<file path="config.mk">
export PLATFORM = sky130hd
export DESIGN_NAME = multiport_memory_port_registers_unit
export DESIGN_NICKNAME = d
export VERILOG_FILES = /design/src/hw/rtl/mppr_pkg.sv /design/src/hw/rtl/mppr_in_stage.sv /design/src/hw/rtl/mppr_core.sv /design/src/hw/rtl/mppr_out_stage.sv /design/src/hw/rtl/multiport_memory_port_registers_unit.sv
export SDC_FILE = /design/constraint.sdc
export NUM_CORES = 1
export LEC_CHECK = 0
export BUFFER_PORTS_ARGS = -buffer_cell sky130_fd_sc_hd__buf_2
export CAP_MARGIN = 25
export CORE_UTILIZATION = 50
export CTS_CLUSTER_DIAMETER = 60
export DETAILED_ROUTE_END_ITERATION = 16
export GPL_TIMING_DRIVEN = 0
export MAX_ROUTING_LAYER = met4
export PLACE_DENSITY = 0.8
export SYNTH_ARGS = -nofsm -noshare
export SYNTH_HDL_FRONTEND = slang
export SYNTH_SLANG_ARGS = --single-unit
</file>
<file path="constraint.sdc">
create_clock -name clk -period 4.4 [get_ports clk]
set_input_delay 0.22 -clock clk [delete_from_list [all_inputs] [get_ports clk]]
set_output_delay 0.22 -clock clk [all_outputs]
set_load 0.02 [all_outputs]
</file>
<file path="src/hw/rtl/mppr_pkg.sv">
`timescale 1ns / 1ps
`default_nettype none

package mppr_pkg;

  // Port count and the width of one port's interrupt block
  localparam int NUM_PORTS   = 4;
  localparam int PORT_W      = 2;
  localparam int BLOCK_W     = 4;
  localparam int REQ_W       = NUM_PORTS * BLOCK_W;

  // Field widths
  localparam int DATA_W      = 32;
  localparam int OFS_W       = 8;
  localparam int CNUM_W      = 2;
  localparam int SIZE_W      = 3;
  localparam int START_W     = 12;
  localparam int CFG_IDX_W   = 2;
  localparam int CFG_DATA_W  = 12;
  localparam int S_TDATA_W   = 48;
  localparam int M_TDATA_W   = 40;

  // Register constants
  localparam logic [DATA_W-1:0] CTL_WRITABLE = 32'h0000_0073;
  localparam logic [DATA_W-1:0] PORT_CODE    = 32'h0000_0040;
  localparam int                MASTER_EN_BIT = 0;

  // Register offsets
  localparam logic [OFS_W-1:0] REG_PORT  = 8'd0;
  localparam logic [OFS_W-1:0] REG_CTL   = 8'd1;
  localparam logic [OFS_W-1:0] REG_INVAL = 8'd3;
  localparam logic [OFS_W-1:0] REG_MAINT = 8'd7;
  localparam logic [OFS_W-1:0] REG_REQ   = 8'd8;
  localparam logic [OFS_W-1:0] REG_ENA   = 8'd9;
  localparam logic [OFS_W-1:0] REG_LAST  = 8'd9;

  // Configuration register indexes
  localparam logic [CFG_IDX_W-1:0] CFG_LOCAL_PORT = 2'd0;
  localparam logic [CFG_IDX_W-1:0] CFG_CTRL_NUM   = 2'd1;
  localparam logic [CFG_IDX_W-1:0] CFG_SIZE_CODE  = 2'd2;
  localparam logic [CFG_IDX_W-1:0] CFG_START_ADDR = 2'd3;

  localparam logic [SIZE_W-1:0] SIZE_CODE_RESET = 3'd3;

  typedef enum logic [1:0] {
    FUNC_READ   = 2'd0,
    FUNC_WRITE  = 2'd1,
    FUNC_REMOTE = 2'd2
  } func_t;

  typedef enum logic [1:0] {
    ST_OK     = 2'd0,
    ST_NOREG  = 2'd1,
    ST_BADACC = 2'd2
  } status_t;

  // One request as taken from the input side
  typedef struct packed {
    logic [1:0]         func;
    logic [OFS_W-1:0]   reg_offset;
    logic [1:0]         byte_offset;
    logic               is_longword;
    logic [DATA_W-1:0]  write_data;
    logic [BLOCK_W-1:0] remote_ports;
  } req_t;

  // One result
  typedef struct packed {
    logic [DATA_W-1:0]  read_data;
    status_t            status;
    logic [BLOCK_W-1:0] send_ports;
    logic               raise_interrupt;
  } res_t;

endpackage

`default_nettype wire

</file>
<file path="src/hw/rtl/mppr_in_stage.sv">
`timescale 1ns / 1ps
`default_nettype none

module mppr_in_stage (
  input  wire logic          clk,
  input  wire logic          rst,
  input  wire logic          in_valid,
  output logic               in_ready,
  input  wire mppr_pkg::req_t in_req,
  input  wire logic          take,
  output logic               req_valid,
  output mppr_pkg::req_t     req
);

  // Accept when empty or when the held request moves on this cycle
  assign in_ready = !req_valid || take;

  always_ff @(posedge clk) begin
    if (rst) begin
      req_valid <= 1'b0;
    end else if (in_ready) begin
      req_valid <= in_valid;
    end
  end

  // Hold payload until replaced
  always_ff @(posedge clk) begin
    if (in_ready && in_valid) begin
      req <= in_req;
    end
  end

endmodule

`default_nettype wire

</file>
<file path="src/hw/rtl/mppr_core.sv">
`timescale 1ns / 1ps
`default_nettype none

module mppr_core (
  input  wire logic                              clk,
  input  wire logic                              rst,
  input  wire logic                              cfg_we,
  input  wire logic [mppr_pkg::CFG_IDX_W-1:0]    cfg_index,
  input  wire logic [mppr_pkg::CFG_DATA_W-1:0]   cfg_data,
  input  wire logic                              take,
  input  wire mppr_pkg::req_t                    req,
  output mppr_pkg::res_t                         res
);

  logic [mppr_pkg::PORT_W-1:0]  local_port;
  logic [mppr_pkg::CNUM_W-1:0]  controller_number;
  logic [mppr_pkg::SIZE_W-1:0]  array_size_code;
  logic [mppr_pkg::START_W-1:0] start_address_field;

  logic [mppr_pkg::DATA_W-1:0]  interface_control;
  logic [mppr_pkg::REQ_W-1:0]   interrupt_requests;
  logic [mppr_pkg::DATA_W-1:0]  interrupt_enables;

  logic [mppr_pkg::DATA_W-1:0]  interface_control_next;
  logic [mppr_pkg::REQ_W-1:0]   interrupt_requests_next;
  logic [mppr_pkg::DATA_W-1:0]  interrupt_enables_next;

  logic [mppr_pkg::REQ_W-1:0]   block_shift;
  logic [mppr_pkg::REQ_W-1:0]   send_window;
  logic                         access;
  logic                         good;

  // Configuration registers
  always_ff @(posedge clk) begin
    if (rst) begin
      local_port          <= '0;
      controller_number   <= '0;
      array_size_code     <= mppr_pkg::SIZE_CODE_RESET;
      start_address_field <= '0;
    end else if (cfg_we) begin
      case (cfg_index)
        mppr_pkg::CFG_LOCAL_PORT: local_port <= cfg_data[mppr_pkg::PORT_W-1:0];
        mppr_pkg::CFG_CTRL_NUM:   controller_number <= cfg_data[mppr_pkg::CNUM_W-1:0];
        mppr_pkg::CFG_SIZE_CODE:  array_size_code <= cfg_data[mppr_pkg::SIZE_W-1:0];
        mppr_pkg::CFG_START_ADDR: start_address_field <= cfg_data[mppr_pkg::START_W-1:0];
        default: ;
      endcase
    end
  end

  // Block position of this port inside the request word and the send field of the write data
  assign block_shift = mppr_pkg::REQ_W'({local_port, 2'b00});
  assign send_window = req.write_data[mppr_pkg::DATA_W-1:mppr_pkg::REQ_W] >> block_shift;
  assign access      = (req.func == mppr_pkg::FUNC_READ) || (req.func == mppr_pkg::FUNC_WRITE);
  assign good        = (req.byte_offset == 2'b00) && req.is_longword
                       && (req.reg_offset <= mppr_pkg::REG_LAST);

  // Decode the request into a result and the next state
  always_comb begin
    interface_control_next  = interface_control;
    interrupt_requests_next = interrupt_requests;
    interrupt_enables_next  = interrupt_enables;
    res.read_data           = '0;
    res.status              = mppr_pkg::ST_OK;
    res.send_ports          = '0;

    if (access) begin
      if ((req.byte_offset != 2'b00) || !req.is_longword) begin
        res.status = mppr_pkg::ST_BADACC;
      end else if (req.reg_offset > mppr_pkg::REG_LAST) begin
        res.status = mppr_pkg::ST_NOREG;
      end else if (req.func == mppr_pkg::FUNC_READ) begin
        case (req.reg_offset)
          mppr_pkg::REG_PORT:  res.read_data = mppr_pkg::PORT_CODE
                                 | mppr_pkg::DATA_W'(local_port);
          mppr_pkg::REG_CTL:   res.read_data = interface_control;
          mppr_pkg::REG_INVAL: res.read_data = {start_address_field, 1'b0,
                                 array_size_code, 16'h0000};
          mppr_pkg::REG_MAINT: res.read_data = mppr_pkg::DATA_W'({controller_number,
                                 14'h0000});
          mppr_pkg::REG_REQ:   res.read_data = mppr_pkg::DATA_W'(interrupt_requests);
          mppr_pkg::REG_ENA:   res.read_data = interrupt_enables;
          default:             res.read_data = '0;
        endcase
      end else begin
        case (req.reg_offset)
          mppr_pkg::REG_CTL:   interface_control_next =
                                 (interface_control & ~mppr_pkg::CTL_WRITABLE)
                                 | (req.write_data & mppr_pkg::CTL_WRITABLE);
          mppr_pkg::REG_REQ:   res.send_ports = send_window[mppr_pkg::BLOCK_W-1:0];
          mppr_pkg::REG_ENA:   interrupt_enables_next = req.write_data;
          default: ;
        endcase
      end
    end else if (req.func == mppr_pkg::FUNC_REMOTE) begin
      interrupt_requests_next = interrupt_requests
        | (mppr_pkg::REQ_W'(req.remote_ports) << block_shift);
    end

    // Level after this request
    res.raise_interrupt =
      (|(interrupt_requests_next & interrupt_enables_next[mppr_pkg::DATA_W-1:mppr_pkg::REQ_W]))
      && interface_control_next[mppr_pkg::MASTER_EN_BIT];
  end

  // Commit state when the request moves to the result register
  always_ff @(posedge clk) begin
    if (rst) begin
      interface_control  <= '0;
      interrupt_requests <= '0;
      interrupt_enables  <= '0;
    end else if (take) begin
      interface_control  <= interface_control_next;
      interrupt_requests <= interrupt_requests_next;
      interrupt_enables  <= interrupt_enables_next;
    end
  end

`ifndef NO_ASSERTIONS
  // Request bits are only cleared by reset
  a_req_sticky: assert property (@(posedge clk) disable iff (rst)
    1'b1 |=> ((interrupt_requests & $past(interrupt_requests)) == $past(interrupt_requests)))
    else $error("interrupt request bit cleared");

  // Read-only control bits stay zero
  a_ctl_ro: assert property (@(posedge clk) disable iff (rst)
    (interface_control & ~mppr_pkg::CTL_WRITABLE) == '0)
    else $error("read-only control bit set");

  // Send requests only come from a good write to the request register
  a_send_src: assert property (@(posedge clk) disable iff (rst)
    (take && (res.send_ports != '0)) |-> (req.func == mppr_pkg::FUNC_WRITE
      && req.reg_offset == mppr_pkg::REG_REQ && res.status == mppr_pkg::ST_OK))
    else $error("send ports from wrong request");

  // A rejected access changes no state
  a_bad_hold: assert property (@(posedge clk) disable iff (rst)
    (take && res.status != mppr_pkg::ST_OK) |=> ($stable(interface_control)
      && $stable(interrupt_requests) && $stable(interrupt_enables)))
    else $error("rejected access changed state");

  // Good accesses never report an error
  a_good_ok: assert property (@(posedge clk) disable iff (rst)
    (access && good) |-> res.status == mppr_pkg::ST_OK)
    else $error("good access flagged");
`endif

endmodule

`default_nettype wire

</file>
<file path="src/hw/rtl/mppr_out_stage.sv">
`timescale 1ns / 1ps
`default_nettype none

module mppr_out_stage (
  input  wire logic        clk,
  input  wire logic        rst,
  input  wire logic        req_valid,
  input  wire mppr_pkg::res_t res_in,
  output logic             take,
  output logic             out_valid,
  input  wire logic        out_ready,
  output mppr_pkg::res_t   res
);

  logic free;

  // Load a new result when empty or when the held one leaves
  assign free = !out_valid || out_ready;
  assign take = req_valid && free;

  always_ff @(posedge clk) begin
    if (rst) begin
      out_valid <= 1'b0;
    end else if (free) begin
      out_valid <= req_valid;
    end
  end

  always_ff @(posedge clk) begin
    if (take) begin
      res <= res_in;
    end
  end

endmodule

`default_nettype wire

</file>
<file path="src/hw/rtl/multiport_memory_port_registers_unit.sv">
// Channel   Dir  Handshake          Payload
// s_*       in   s_tvalid/s_tready  tuser func; tdata offset, alignment, data, remote ports
// m_*       out  m_tvalid/m_tready  tuser status; tdata read data, send ports, interrupt
// cfg_*     in   cfg_we             cfg_index selects register, cfg_data value
//
// One request per cycle sustained while m_tready stays high; a request is held in the input
// register, then its result in the result register.
// The result register frees the input register when it is empty or m_tready is high.
// Reset (rst, synchronous) clears valid flags, port state and configuration.
// A stall on m_tready holds the result and backs up into s_tready.
`timescale 1ns / 1ps
`default_nettype none

module multiport_memory_port_registers_unit (
  input  wire logic                                clk,
  input  wire logic                                rst,
  input  wire logic                                s_tvalid,
  output logic                                     s_tready,
  // [7:0] reg_offset, [9:8] byte_offset, [10] is_longword, [42:11] write_data,
  // [46:43] remote_ports, [47] zero
  input  wire logic [mppr_pkg::S_TDATA_W-1:0]      s_tdata,
  // [1:0] func
  input  wire logic [1:0]                          s_tuser,
  output logic                                     m_tvalid,
  input  wire logic                                m_tready,
  // [31:0] read_data, [35:32] send_ports, [36] raise_interrupt, [39:37] zero
  output logic [mppr_pkg::M_TDATA_W-1:0]           m_tdata,
  // [1:0] status
  output logic [1:0]                               m_tuser,
  input  wire logic                                cfg_we,
  input  wire logic [mppr_pkg::CFG_IDX_W-1:0]      cfg_index,
  input  wire logic [mppr_pkg::CFG_DATA_W-1:0]     cfg_data
);

  mppr_pkg::req_t in_req;
  mppr_pkg::req_t req;
  mppr_pkg::res_t res_next;
  mppr_pkg::res_t res;
  logic           req_valid;
  logic           take;

  // Unpack the input request
  assign in_req.func         = s_tuser;
  assign in_req.reg_offset   = s_tdata[7:0];
  assign in_req.byte_offset  = s_tdata[9:8];
  assign in_req.is_longword  = s_tdata[10];
  assign in_req.write_data   = s_tdata[42:11];
  assign in_req.remote_ports = s_tdata[46:43];

  mppr_in_stage u_in (
    .clk       (clk),
    .rst       (rst),
    .in_valid  (s_tvalid),
    .in_ready  (s_tready),
    .in_req    (in_req),
    .take      (take),
    .req_valid (req_valid),
    .req       (req)
  );

  mppr_core u_core (
    .clk       (clk),
    .rst       (rst),
    .cfg_we    (cfg_we),
    .cfg_index (cfg_index),
    .cfg_data  (cfg_data),
    .take      (take),
    .req       (req),
    .res       (res_next)
  );

  mppr_out_stage u_out (
    .clk       (clk),
    .rst       (rst),
    .req_valid (req_valid),
    .res_in    (res_next),
    .take      (take),
    .out_valid (m_tvalid),
    .out_ready (m_tready),
    .res       (res)
  );

  // Pack the result
  assign m_tdata = {3'b000, res.raise_interrupt, res.send_ports, res.read_data};
  assign m_tuser = res.status;

endmodule

`default_nettype wire

</file>
==> out/metrics.yaml <==
outcome:
  status: "complete, no violations"
finish:
  drive_above_1_share_pct: 21.2
  finalInstanceArea_sq_um: 8280
  area_growth_pct: 29.2
  regArea_sq_um: 4120
  multi_input_area_sq_um: 2120
  num-fill-cells: 911
  final_nets: 816
  fin_cells: 928
  num_antenna_cells: 0
drt:
  drtIter0Drc: 394
  drc: 0
  dr.pass1.iters: 5
  wirelength_mm: 16.6
  vias: 5022
  viasPerCell: 5.41
  wire_per_inst_um: 17.9
  ant_nets: 0
logic_synthesis:
  synthMuxAreaShare_pct: 6.44
  synth_edf_count: 88
  yosys.area.top_type_share_pct: 41.2
  synth_top_family_by_area: "simple AND/OR/NAND/NOR gates"
  yosysSeqAreaShare_pct: 64.4
  synth_fa_ha_area_share_pct: 0
  netlist_instances: 569
  synth-compound-area-share_pct: 11.4
  ys_warn_count: 0
  synth-seq-cells: 162
  synthSimpleGateAreaFrac_pct: 15.0
  async_flop_share_pct: 0
  yosysUniqueCellTypes: 36
  synthTopCellsByArea: "edfxtp_1, dfxtp_1, a21oi_1, nand2_1, mux2i_1"
  synth_area_leader_cell: "edfxtp_1"
  synthFlopType: "edfxtp_1"
  postSynthAreaPerCell_sq_um: 11.3
  syn_area_sq_um: 6410
  synth_xor_xnor_area_share_pct: 0
sta:
  fin_crit_sh_pct: 61.6
  finalCriticalPeriod_ns: 2.71
  worst_slack_ns: 1.69
  max-slew-margin-rel_pct: 41.4
  setup_viol_count_final: 0
  fmax_mhz: 369
  rsz0062_at_grt: "false"
  finalMaxSlewViolations: 0
  hold_viol: 0
  finalSetupTns_ns: 0
  clock_skew_ns: 0.00799
  worst_slew_pin_slew_ns: 0.879
floorplan:
  num_rows: 40
  core_area_sq_um: 12300
  die_y_um: 115
  boundaryPins: 113
  start_util_pct: 52.3
  die-width_um: 115
  die-area_sq_um: 13300
worst_setup_path:
  timing.rr.end: "u_out.res[0]"
  cp_data_required_time_ns: 4.55
  worstPathArrival_ns: 2.86
  reg2regPathDepth: 7
  cp_max_fo: 10
  r2r_start: "u_in.req[46]"
  endpoint_kind: "flop"
  rrSetupSlack_ns: 1.69
  path_class: "reg -> reg"
  cp-start-kind: "flop"
grt:
  globalRouteTotalUtil_pct: 27.4
  first_global_vias: 4839
  antenna_found_initial: 0
  grt_max_degree: 41
  grt_pass1_wl_mm: 25.6
  grt-ovfl-total: 0
clock_tree:
  cts.sinks: 162
  worstSkewPairLatency_ns: 0.43
  ctsLongestPathBuffers: 2
  cts-resized-gates: 0
  cts_buffers: 17
  cts_tree: "built"
  clk_transition_reported_paths_ns: 0.06
  ctsHtreeMaxLevel: 4
  cts-root-buf: "clkbuf_16"
worst_hold_path:
  whs_endpoint: "u_core.start_address_field[4]"
  hold_class: "in -> reg"
  hp-start: "cfg_data[4]"
  hold_depth: 3
power:
  leakage_nw: 3.10
  power.density_nw_per_um2: 410
  p_total_mw: 3.39
  peakVddDrop_uv: 344
place:
  dp_hpwl_mm: 11.3
  routabilityCongestion: 0.909
  postPlaceCellArea_sq_um: 7180
  io_buffers: 107
  pre_cts_ws_ns: 1.71
  dp.cells: 847
flow_run:
  drv_cap: 0
==> sequential cells by signal, summed over array words and instances, names as in the netlist <==
signal                      cells
u_in.req                       49
u_core.interrupt_enables       32
u_out.out_valid                 1
u_core.array_size_code          3
u_core.controller_number        2
u_in.req_valid                  1
u_core.local_port               2
u_out.res                      39
u_core.interface_control        5
u_core.start_address_field     12
u_core.interrupt_requests      16
==> metrics by stage <==
| stage | utilization (%) | hold WS [ns] |
|---|---|---|
| after floorplan | - | 0.319 |
| after global placement | 58.4 | 0.397 |
| after detailed placement | 58.6 | 0.398 |
| after CTS | 67.5 | 0.00502 |
| after global routing | 67.5 | 0.0299 |
| final | 67.5 | 0.0280 |
==> cells by family after synthesis <==
logic type / Yosys count
and+or+nand+nor: 205
DFF: 162
AOI/OAI and AO/OA: 125
other: 1
buffers and inverters: 40
muxes: 36
==> layout make-up <==
type                            count  area share, %
Timing Repair Buffer              157           12.6
Multi-Input combinational cell    369           25.6
Clock buffer                       22           5.37
Inverter                            5          0.227
Sequential cell                   162           49.8
Tap cell                          168           2.54
Clock inverter                     10           1.94
Buffer                             35           1.90
==> metal layers <==
metal  part of all wire (%)  vias up  GRT usage [%]
li1                       -     2388              -
met1                     44     2403           35.6
met2                     47      209           43.0
met3                    6.8       22           5.38
met4                    1.6        0           9.26
met5                      0        -              -
==> worst max-delay path: stages, from the launching register on <==
cell      delay [ns]
edfxtp_1        0.40
nor4_4          0.64
nand4_4         0.34
buf_4           0.31
mux2i_1         0.18
o22ai_1         0.10
nor4_1          0.28
a21oi_1         0.16
==> worst max-delay path by stage <==
stage | start | endpoint | slack [ns]
6_report | u_in.req[46] | u_out.res[0] | 1.69
4_1_cts | u_in.req[46] | u_out.res[0] | 1.71
5_1_grt | u_in.req[46] | u_out.res[30] | 1.59
3_3_place_gp | u_out.out_valid | u_core.interrupt_enables[15] | 1.36
3_5_place_dp | u_in.req[46] | u_out.res[0] | 1.71
2_1_floorplan | u_out.out_valid | u_core.interrupt_enables[0] | 1.94
==> cell usage after synthesis, drive strengths merged (2+ instances only) <==
master   n
a211o    2
a21oi   81
a221oi   2
a22oi   28
and2     6
and3     6
buf     13
clkbuf  22
dfxtp   74
edfxtp  88
inv      5
mux2     2
mux2i   30
mux4     4
nand2   94
nand2b   3
nand3    2
nand3b   2
nand4    4
nor2    66
nor2b    8
nor3     5
nor3b    3
nor4     5
o22ai    8
==> cell usage in the layout (no fill, tap or decap), drive strengths merged, types with 28 or more instances in the layout <==
cell	synthesis	final
a21oi	81	81
a22oi	28	28
buf	13	121
clkbuf	22	44
dfxtp	74	74
dlygate4sd3	0	49
edfxtp	88	88
mux2i	30	30
nand2	94	94
nor2	66	66
==> what timing repair did <==
item                                    in CTS  in global routing
endpoints found under the setup margin       0                  0
hold endpoints to repair                    49                  0
hold buffers                                49                  0
buffers inserted                             0                  0
==> power breakdown <==
part	switching, mW	total [mW]	internal (mW)
combinational	0.106	0.191	0.0854
clock	0.581	1.53	0.947
sequential	0.0271	1.67	1.64
Power figures use the tool's default switching activity.
